==> src/sv/eac_pkg.sv <==
// Package with codes, widths and transaction layouts for the encoder angle channel.
`default_nettype none

package eac_pkg;

	// Poll state codes.
	localparam logic [1:0] ST_VALID   = 2'd0;
	localparam logic [1:0] ST_NO_DATA = 2'd1;
	localparam logic [1:0] ST_UNAVAIL = 2'd2;
	localparam logic [1:0] ST_FAULT   = 2'd3;

	// Diagnostic codes.
	localparam logic [2:0] DG_NONE        = 3'd0;
	localparam logic [2:0] DG_REC_MISSING = 3'd1;
	localparam logic [2:0] DG_NOT_VALID   = 3'd2;
	localparam logic [2:0] DG_PROPAGATED  = 3'd3;
	localparam logic [2:0] DG_STALE       = 3'd4;
	localparam logic [2:0] DG_PAYLOAD     = 3'd5;

	// Configuration register indexes.
	localparam logic CFG_STALE_LIMIT = 1'b0;
	localparam logic CFG_ANGLE_PER_CNT = 1'b1;

	localparam int unsigned CFG_DATA_W = 32;
	localparam logic [30:0] STALE_RESET_MS = 31'd250;

	localparam int unsigned IN_DATA_W  = 200;
	localparam int unsigned OUT_DATA_W = 200;

	// Input transaction, last field in the lowest bits.
	typedef struct packed {
		logic [2:0]         pad;
		logic signed [31:0] raw_count;
		logic               payload_ok;
		logic [31:0]        now_ms;
		logic [1:0]         source_health;
		logic [31:0]        source_restart_epoch;
		logic [31:0]        record_epoch;
		logic [63:0]        sample_sequence;
		logic               latest_present;
		logic               record_present;
	} in_item_t;

	// Result transaction, last field in the lowest bits.
	typedef struct packed {
		logic               pad;
		logic [32:0]        out_epoch;
		logic [63:0]        out_sequence;
		logic [31:0]        discontinuity_count;
		logic signed [63:0] angle;
		logic               published;
		logic [2:0]         diag_code;
		logic [1:0]         poll_state;
	} out_item_t;

endpackage

`default_nettype wire

==> src/sv/encoder_angle_channel_with_health.sv <==
// Top level of the encoder angle channel with source health classification.
// One poll enters per transaction on the slave side and gives exactly one
// result transaction on the master side. The block sustains one poll per clock
// cycle while the master side does not stall; an accepted poll is held in the
// input register and its result is then held in the result register. The
// throughput is set by the single classify and multiply-accumulate stage that
// also updates the channel state, so every poll sees the state left by the one
// before it. The input register keeps taking polls while a result waits on the
// master side, until both registers are full.
`default_nettype none

module encoder_angle_channel_with_health (
	input  wire logic                              clk,
	input  wire logic                              arst_n,
	// Configuration write port.
	input  wire logic                              cfg_wr_en,
	input  wire logic                              cfg_index,
	input  wire logic [eac_pkg::CFG_DATA_W-1:0]    cfg_data,
	// Poll input: record_present, latest_present, sample_sequence, record_epoch,
	// source_restart_epoch, source_health, now_ms, payload_ok, raw_count, zero pad.
	input  wire logic                              s_tvalid,
	output      logic                              s_tready,
	input  wire logic [eac_pkg::IN_DATA_W-1:0]     s_tdata,
	// Result output: poll_state, diag_code, published, angle, discontinuity_count,
	// out_sequence, out_epoch, zero pad.
	output      logic                              m_tvalid,
	input  wire logic                              m_tready,
	output      logic [eac_pkg::OUT_DATA_W-1:0]    m_tdata
);

	// Configuration registers.
	logic [30:0]        stale_limit_q;
	logic signed [31:0] angle_per_count_q;

	// Channel state.
	logic [63:0]        seen_sequence_q;
	logic [31:0]        seen_record_epoch_q;
	logic [31:0]        seen_source_epoch_q;
	logic               has_sample_q;
	logic [31:0]        last_sample_time_q;
	logic               have_baseline_q;
	logic [31:0]        baseline_count_q;
	logic signed [63:0] angle_acc_q;
	logic [31:0]        restart_count_q;

	// Pipeline registers.
	logic               valid_s1;
	eac_pkg::in_item_t  item_s1;
	logic               valid_s2;
	eac_pkg::out_item_t result_s2;

	logic               advance;

	// Combinational stage results.
	logic               is_new;
	logic               restart;
	logic               stale;
	logic [31:0]        elapsed;
	logic signed [31:0] delta;
	logic signed [63:0] step;
	logic signed [64:0] sum;
	logic signed [63:0] acc_next;
	logic               upd_seen;
	logic               upd_angle;
	logic               upd_restart;
	logic               upd_baseline;
	eac_pkg::out_item_t res_d;

	// The stage moves whenever the result register is empty or being drained.
	assign advance  = !valid_s2 || m_tready;
	assign s_tready = !valid_s1 || advance;
	assign m_tvalid = valid_s2;
	assign m_tdata  = result_s2;

	// Configuration writes.
	always_ff @(posedge clk or negedge arst_n) begin
		if (!arst_n) begin
			stale_limit_q     <= eac_pkg::STALE_RESET_MS;
			angle_per_count_q <= '0;
		end else if (cfg_wr_en) begin
			case (cfg_index)
				eac_pkg::CFG_STALE_LIMIT:   stale_limit_q     <= cfg_data[30:0];
				eac_pkg::CFG_ANGLE_PER_CNT: angle_per_count_q <= cfg_data;
				default: ;
			endcase
		end
	end

	// Input register.
	always_ff @(posedge clk or negedge arst_n) begin
		if (!arst_n) begin
			valid_s1 <= 1'b0;
		end else if (s_tready) begin
			valid_s1 <= s_tvalid;
		end
	end

	always_ff @(posedge clk) begin
		if (s_tready && s_tvalid) begin
			item_s1 <= eac_pkg::in_item_t'(s_tdata);
		end
	end

	// Freshness tests and the angle step.
	always_comb begin
		is_new  = item_s1.latest_present &&
			(item_s1.sample_sequence != seen_sequence_q ||
			 item_s1.record_epoch != seen_record_epoch_q);
		restart = has_sample_q &&
			(item_s1.record_epoch != seen_record_epoch_q ||
			 item_s1.source_restart_epoch != seen_source_epoch_q);
		elapsed = item_s1.now_ms - last_sample_time_q;
		stale   = (stale_limit_q != '0) && has_sample_q &&
			(elapsed > {1'b0, stale_limit_q});
		delta   = item_s1.raw_count - $signed(baseline_count_q);
		step    = delta * angle_per_count_q;
		sum     = {angle_acc_q[63], angle_acc_q} + {step[63], step};
		// Saturate when the two top bits of the wide sum disagree.
		if (sum[64] != sum[63]) begin
			acc_next = sum[64] ? {1'b1, 63'd0} : {1'b0, {63{1'b1}}};
		end else begin
			acc_next = sum[63:0];
		end
	end

	// Classification in priority order and the result transaction.
	always_comb begin
		res_d        = '0;
		upd_seen     = 1'b0;
		upd_angle    = 1'b0;
		upd_restart  = 1'b0;
		upd_baseline = 1'b0;
		if (!item_s1.record_present) begin
			res_d.poll_state = eac_pkg::ST_FAULT;
			res_d.diag_code  = eac_pkg::DG_REC_MISSING;
		end else if (is_new) begin
			upd_seen = 1'b1;
			if (!item_s1.payload_ok) begin
				res_d.poll_state = eac_pkg::ST_FAULT;
				res_d.diag_code  = eac_pkg::DG_PAYLOAD;
			end else begin
				upd_baseline     = 1'b1;
				upd_restart      = restart;
				upd_angle        = !restart && have_baseline_q;
				res_d.poll_state = eac_pkg::ST_VALID;
				res_d.diag_code  = (item_s1.source_health != eac_pkg::ST_VALID) ?
					eac_pkg::DG_NOT_VALID : eac_pkg::DG_NONE;
				res_d.published  = 1'b1;
				res_d.angle      = upd_angle ? acc_next : angle_acc_q;
				res_d.discontinuity_count = restart ? restart_count_q + 32'd1 :
					restart_count_q;
				res_d.out_sequence = item_s1.sample_sequence;
				res_d.out_epoch    = {1'b0, item_s1.record_epoch} +
					{1'b0, item_s1.source_restart_epoch};
			end
		end else if (item_s1.source_health == eac_pkg::ST_UNAVAIL ||
				item_s1.source_health == eac_pkg::ST_FAULT) begin
			res_d.poll_state = item_s1.source_health;
			res_d.diag_code  = eac_pkg::DG_PROPAGATED;
		end else if (!item_s1.latest_present) begin
			res_d.poll_state = eac_pkg::ST_NO_DATA;
		end else if (stale) begin
			res_d.poll_state = eac_pkg::ST_UNAVAIL;
			res_d.diag_code  = eac_pkg::DG_STALE;
		end else begin
			res_d.poll_state = eac_pkg::ST_VALID;
		end
	end

	// State update, done as the poll leaves the input register.
	always_ff @(posedge clk or negedge arst_n) begin
		if (!arst_n) begin
			seen_sequence_q     <= '0;
			seen_record_epoch_q <= '0;
			seen_source_epoch_q <= '0;
			has_sample_q        <= 1'b0;
			last_sample_time_q  <= '0;
			have_baseline_q     <= 1'b0;
			baseline_count_q    <= '0;
			angle_acc_q         <= '0;
			restart_count_q     <= '0;
		end else if (valid_s1 && advance) begin
			if (upd_seen) begin
				seen_sequence_q     <= item_s1.sample_sequence;
				seen_record_epoch_q <= item_s1.record_epoch;
				seen_source_epoch_q <= item_s1.source_restart_epoch;
				has_sample_q        <= 1'b1;
				last_sample_time_q  <= item_s1.now_ms;
			end
			if (upd_baseline) begin
				have_baseline_q  <= 1'b1;
				baseline_count_q <= item_s1.raw_count;
			end
			if (upd_angle) begin
				angle_acc_q <= acc_next;
			end
			if (upd_restart) begin
				restart_count_q <= restart_count_q + 32'd1;
			end
		end
	end

	// Result register.
	always_ff @(posedge clk or negedge arst_n) begin
		if (!arst_n) begin
			valid_s2 <= 1'b0;
		end else if (advance) begin
			valid_s2 <= valid_s1;
		end
	end

	always_ff @(posedge clk) begin
		if (advance && valid_s1) begin
			result_s2 <= res_d;
		end
	end

endmodule

`default_nettype wire

==> config.mk <==
export PLATFORM = sky130hd
export DESIGN_NAME = encoder_angle_channel_with_health
export DESIGN_NICKNAME = d
export VERILOG_FILES = /design/src/sv/eac_pkg.sv /design/src/sv/encoder_angle_channel_with_health.sv
export SDC_FILE = /design/constraint.sdc
export NUM_CORES = 2
export LEC_CHECK = 0
export BUFFER_PORTS_ARGS = -buffer_cell sky130_fd_sc_hd__buf_2
export CAP_MARGIN = 20
export CORE_MARGIN = 1
export CORE_UTILIZATION = 40
export DETAILED_ROUTE_END_ITERATION = 8
export GPL_TIMING_DRIVEN = 0
export MAX_ROUTING_LAYER = met4
export PLACE_DENSITY_LB_ADDON = 0.05
export SYNTH_ARGS = -nofsm -noshare
export SYNTH_HDL_FRONTEND = slang
export SYNTH_SLANG_ARGS = --single-unit
==> constraint.sdc <==
create_clock -name clk -period 16.55 [get_ports clk]
set_input_delay 0 -clock clk [delete_from_list [all_inputs] [get_ports clk]]
set_output_delay 0 -clock clk [all_outputs]
set_load 0.02 [all_outputs]
Word-level counts from Yosys, hierarchy flattened
Cells that the tools add are included.
{"block": "totals", "input_bits": 238, "rom_bits": 0, "latchBits": 0, "word_cells": 92, "ramBits": 0, "register_bits": 751, "n_memories": 0}
{"block": "classes", "mux": 24, "add_sub_neg": 5, "n_eq_ne": 6, "div": 0, "n_reduce_logical": 25, "shifts": 0, "order_cmp": 1, "n_mul": 1, "bitwise_logic": 1}
{"op": "$mux 64", "n": 3}
{"op": "$add 64x64->65", "n": 1}
{"op": "$mul 32x32->64", "n": 1}
{"op": "$ne 32x32->1", "n": 2}
{"op": "$ne 64x64->1", "n": 1}
{"op": "$sub 32x32->32", "n": 2}
{"op": "$add 32x32->33", "n": 1}
{"op": "$add 32x1->32 const B", "n": 1}
{"op": "$gt 32x31->1", "n": 1}
{"op": "$mux 32", "n": 1}
{"op": "$reduce_bool 31->1", "n": 1}
{"op": "$mux 5", "n": 3}
{"op": "$reduce_and 2->1", "n": 7}
{"op": "$mux 1", "n": 12}
{"op": "$logic_and 1x1->1", "n": 7}
{"op": "$mux 2", "n": 3}
{"op": "$mux 3", "n": 2}
{"op": "$logic_or 1x1->1", "n": 5}
{"op": "$eq 2x2->1 const B", "n": 2}
{"op": "$logic_not 1->1", "n": 3}
{"op": "$reduce_and 3->1", "n": 1}
{"op": "$reduce_bool 2->1", "n": 1}
{"op": "$ne 1x1->1", "n": 1}
{"op": "$not 1->1", "n": 1}

Longest topological paths before layout
{"block": "depth", "word_depth": 9, "mapped_depth": 46}

Least setup slack after synthesis
OpenSTA, ideal clock, no wires.
{"block": "synth_path", "path_type": "register -> register", "startpoint": "register item_s1[166] (netlist name)", "endpoint": "register result_s2 (netlist bit m_tdata[10]) (data pin)", "arrival_ps": 10951, "stages_incl_launch_ff": 39, "required_ps": 16278, "n_path_buf": 2, "path_slack_ps": 5327, "cell_sequence": "edfxtp_1 > ha_1 > nor2b_1 > o31a_1 > o31a_1 > o41ai_2 > a311oi_2 > o31ai_2 > a21boi_1 > a21oi_1 > or2_2 > o211ai_2 > buf_2 > nand2_1 > fa_1 > fa_1 > inv_1 > fa_1 > [... 3 more ...] > fa_1 > fa_1 > fa_1 > inv_1 > fa_1 > inv_1 > ha_1 > clkbuf_1 > and3_1 > nand4_1 > or2_2 > a211oi_2 > o2111ai_1 > a21oi_1 > nor2_1 > maj3_1 > nor2_1 > a211oi_1"}
{"block": "synth_between", "elab_chain_len": 6, "word_cells_on_any_way": 7, "cone_classes": "2 x add/sub; 1 x mul; 1 x eq/ne; 3 x mux"}
{"item": "start, declared", "line": "encoder_angle_channel_with_health.sv:48", "text": "eac_pkg::in_item_t item_s1;"}
{"item": "start signal, assigned", "line": "encoder_angle_channel_with_health.sv:100", "text": "item_s1 <= eac_pkg::in_item_t'(s_tdata);"}
{"item": "$sub 32x32->32 *", "line": "encoder_angle_channel_with_health.sv:115", "text": "delta = item_s1.raw_count - $signed(baseline_count_q);"}
{"item": "$mul 32x32->64 *", "line": "encoder_angle_channel_with_health.sv:116", "text": "step = delta * angle_per_count_q;"}
{"item": "$add 64x64->65 *", "line": "encoder_angle_channel_with_health.sv:117", "text": "sum = {angle_acc_q[63], angle_acc_q} + {step[63], step};"}
{"item": "$mux 64 or $ne 1x1->1 (tied branches)", "line": "encoder_angle_channel_with_health.sv:120, encoder_angle_channel_with_health.sv:119"}
{"item": "$mux 64 *", "line": "encoder_angle_channel_with_health.sv:119", "text": "if (sum[64] != sum[63]) begin"}
{"item": "$mux 64 *", "line": "encoder_angle_channel_with_health.sv:149", "text": "res_d.angle = upd_angle ? acc_next : angle_acc_q;"}
{"item": "end signal, assigned", "line": "encoder_angle_channel_with_health.sv:214", "text": "result_s2 <= res_d;"}
{"item": "end, declared", "line": "encoder_angle_channel_with_health.sv:50", "text": "eac_pkg::out_item_t result_s2;"}
Mark *: on every way between the ends. The rest lies on a longest branch, timed or not.
A chain may end at the register's enable or synchronous reset.

Worst setup path after layout
{"block": "layout_path", "startpoint": "register item_s1[167] (netlist name)", "endpoint": "register result_s2 (netlist bit m_tdata[37]) (data pin)"}
Same word-level chain as after synthesis.

==> run metrics <==
status completed; initial antenna violation count 24; CP startpoint item_s1[167]; Syn-to-layout area delta 17.9%; Starting Density 40.3%; total nets after synthesis 9047; HPWL after detailed placement 207 mm; clock buffer count from CTS 89; fin. max-slew vios 0; Die W 434 um; grt ovf 0; PortBufs 435; Pre-antenna DRT Iters 5; Tightest Pin Transition 1.28 ns; data arrival time of the worst path 14.12 ns; Levels on crit path 39; Synth top area share 32.8%; depth of the worst hold-timing path 4; DR DRC count 0; min Tclk post-route 13.64 ns; CTS tree built; Critical Path Slowest Stage Cell o211ai_2; Fin Setup TNS 0 ns; # IOs 440; initial DRC count 3483; total wire length 248 mm; CP Class reg2reg; Hold Path Class in2reg; clk_lat worst skew 0.73 ns; Final setup violation count 0; # H-tree levels 3; most common library cells after synthesis 1411 x inv_1, 1225 x fa_1, 954 x nand2_1; RSZ-0062 raised after global routing no; Avg Cell Area, Syn 10.3 um^2; CP Capture Type flip-flop; R2R cell count 39; reg2reg start item_s1[167]; Max Root-Sink Buffers 3; share of cells above drive strength 1 10.0%; max_cap viols 0; Mapped Area 0.0747 mm^2; DIE AREA 0.189 mm^2; gpl congestion 0.971; clock skew 0.0550 ns; Slowest Stage Delay on Critical Path 0.81 ns; Hold Startpoint cfg_data[28]; Post-CTS Setup Bufs 0; Yosys top cell by area fa_1; post-synth cell types 77; crit-path max FO 12; synthesized instance count 7240; top-count cell post-synth inv_1; total number of vias 54207; Final Hold Vio Count 0; Seq cells post-synth 751; Core Region 0.185 mm^2; WP buf/inv 8; CP Launch Type flip-flop; data required time at the worst endpoint 17.03 ns; post-DR wirelength/cell 23.0 um; reg2reg setup slack 2.91 ns; top_reg_cell synth edfxtp_1; vias in the first global route 56816; first-pass GRT wire length 368 mm; slew margin rel. 14.4%; final worst-path cycle share 82.4%; clk root buf clkbuf_16; Rows 158; f_max 73.3 MHz; post-synthesis async set-or-reset flop share 47.3%; dominant cells by area after synthesis fa_1 33%, edfxtp_1 16%, dfrtp_1 12%; Crit path max-delay family adder cells; Post-synth EDFFs 396; clock sink total 751; pin count of the biggest net entering global routing 109; Die Ht 434 um; sequential fraction of the synthesis area 27.8%; GRT Overall Usage 27.7%; Critical Path Most Common Cell fa_1; Via density 5.02; Synth Warn # 0; NumNets Final 10041; Routed Antenna Nets 0; CTS clk-pin slew, worst paths 0.06 ns
## stage by stage
stage / cells / hold WS, ns / utilization, % / area, um^2 / setup WS (ns)
2_1_floorplan: 7240 / -0.296 / - / 74700 / 5.33
3_3_place_gp: 10155 / 0.176 / 43.1 / 80000 / 1.83
3_5_place_dp: 10185 / -0.0574 / 43.5 / 80600 / 3.05
4_1_cts: 10789 / 0.0207 / 47.5 / 88000 / 2.99
5_1_grt: 10799 / 0.0796 / 47.5 / 88100 / 2.15
6_report: 10808 / 0.0861 / 47.5 / 88100 / 2.91
## placed cells by master, fill, tap and decap left out, types with 256 or more instances in the layout
master / Yosys / final
o21ai_0: 284 / 284
clkbuf_1: 305 / 324
a21oi_1: 256 / 256
and2_1: 404 / 402
dfrtp_1: 349 / 349
inv_1: 1411 / 1411
dlygate4sd3_1: 0 / 435
ha_1: 344 / 344
nand2_1: 954 / 952
buf_2: 12 / 447
fa_1: 1225 / 1224
edfxtp_1: 396 / 396
## path summary, 6_finish.rpt
| path | to |
|---|---|
| min reg2reg | baseline_count_q[29] |
| min | stale_limit_q[28] |
| max in group asynchronous | restart_count_q[14] |
| min in group asynchronous | baseline_count_q[7] |
| max reg2reg | m_tdata[37] |
| max | m_tdata[37] |
## flip-flops by register name (all words and copies together), names as in the netlist, 31 cells and up
register and count:
m_tdata 199, item_s1 197, angle_acc_q 64, seen_sequence_q 64, angle_per_count_q 32, baseline_count_q 32, last_sample_time_q 32, restart_count_q 32
seen_record_epoch_q 32, seen_source_epoch_q 32, stale_limit_q 31
## cells by family (layout without fill, tap and decap cells)
kind of cell | after synthesis | after routing | synth area share, %
compound gates | 820 | 820 | 6.55
other cells | 1 | 18 | 0.00502
fa+ha+maj | 1574 | 1574 | 38.6
flops | 751 | 751 | 27.8
mux | 172 | 172 | 2.59
buf+inv | 1743 | 2814 | 8.81
simple gates | 1842 | 1842 | 11.6
xor+xnor | 337 | 337 | 3.95
## per-layer routing
layer	wire, um	GRT usage, %	share of wire, %	up-vias
met5	0	-	0	-
met3	13800	3.97	5.6	296
met4	10000	9.97	4.0	0
met1	101000	34.6	41	28092
li1	-	-	-	24445
met2	123000	45.6	50	1374
## timing repair
item,CTS,global route
gates resized for setup,0,0
endpoints found under the hold margin,439,0
hold buffers,436,0
## layout make-up
cell class,count,area (um^2)
repair buffers,903,7190
clock buffers,113,2360
well taps,2480,3100
plain buffers,331,1280
diodes,17,42.5
flip-flops and latches,751,20800
clock inverters,55,686
multi-input cells,4746,47400
fillers,17782,97300
inverters,1412,5300
## worst min-delay path, stage by stage
cell,delay (ns)
dlygate4sd3_1,0.52
buf_2,0.15
nand2_1,0.05
o21ai_0,0.06
Power is not shown: default switching activity piles up to over one toggle a cycle in this logic, so the estimate is an artifact.
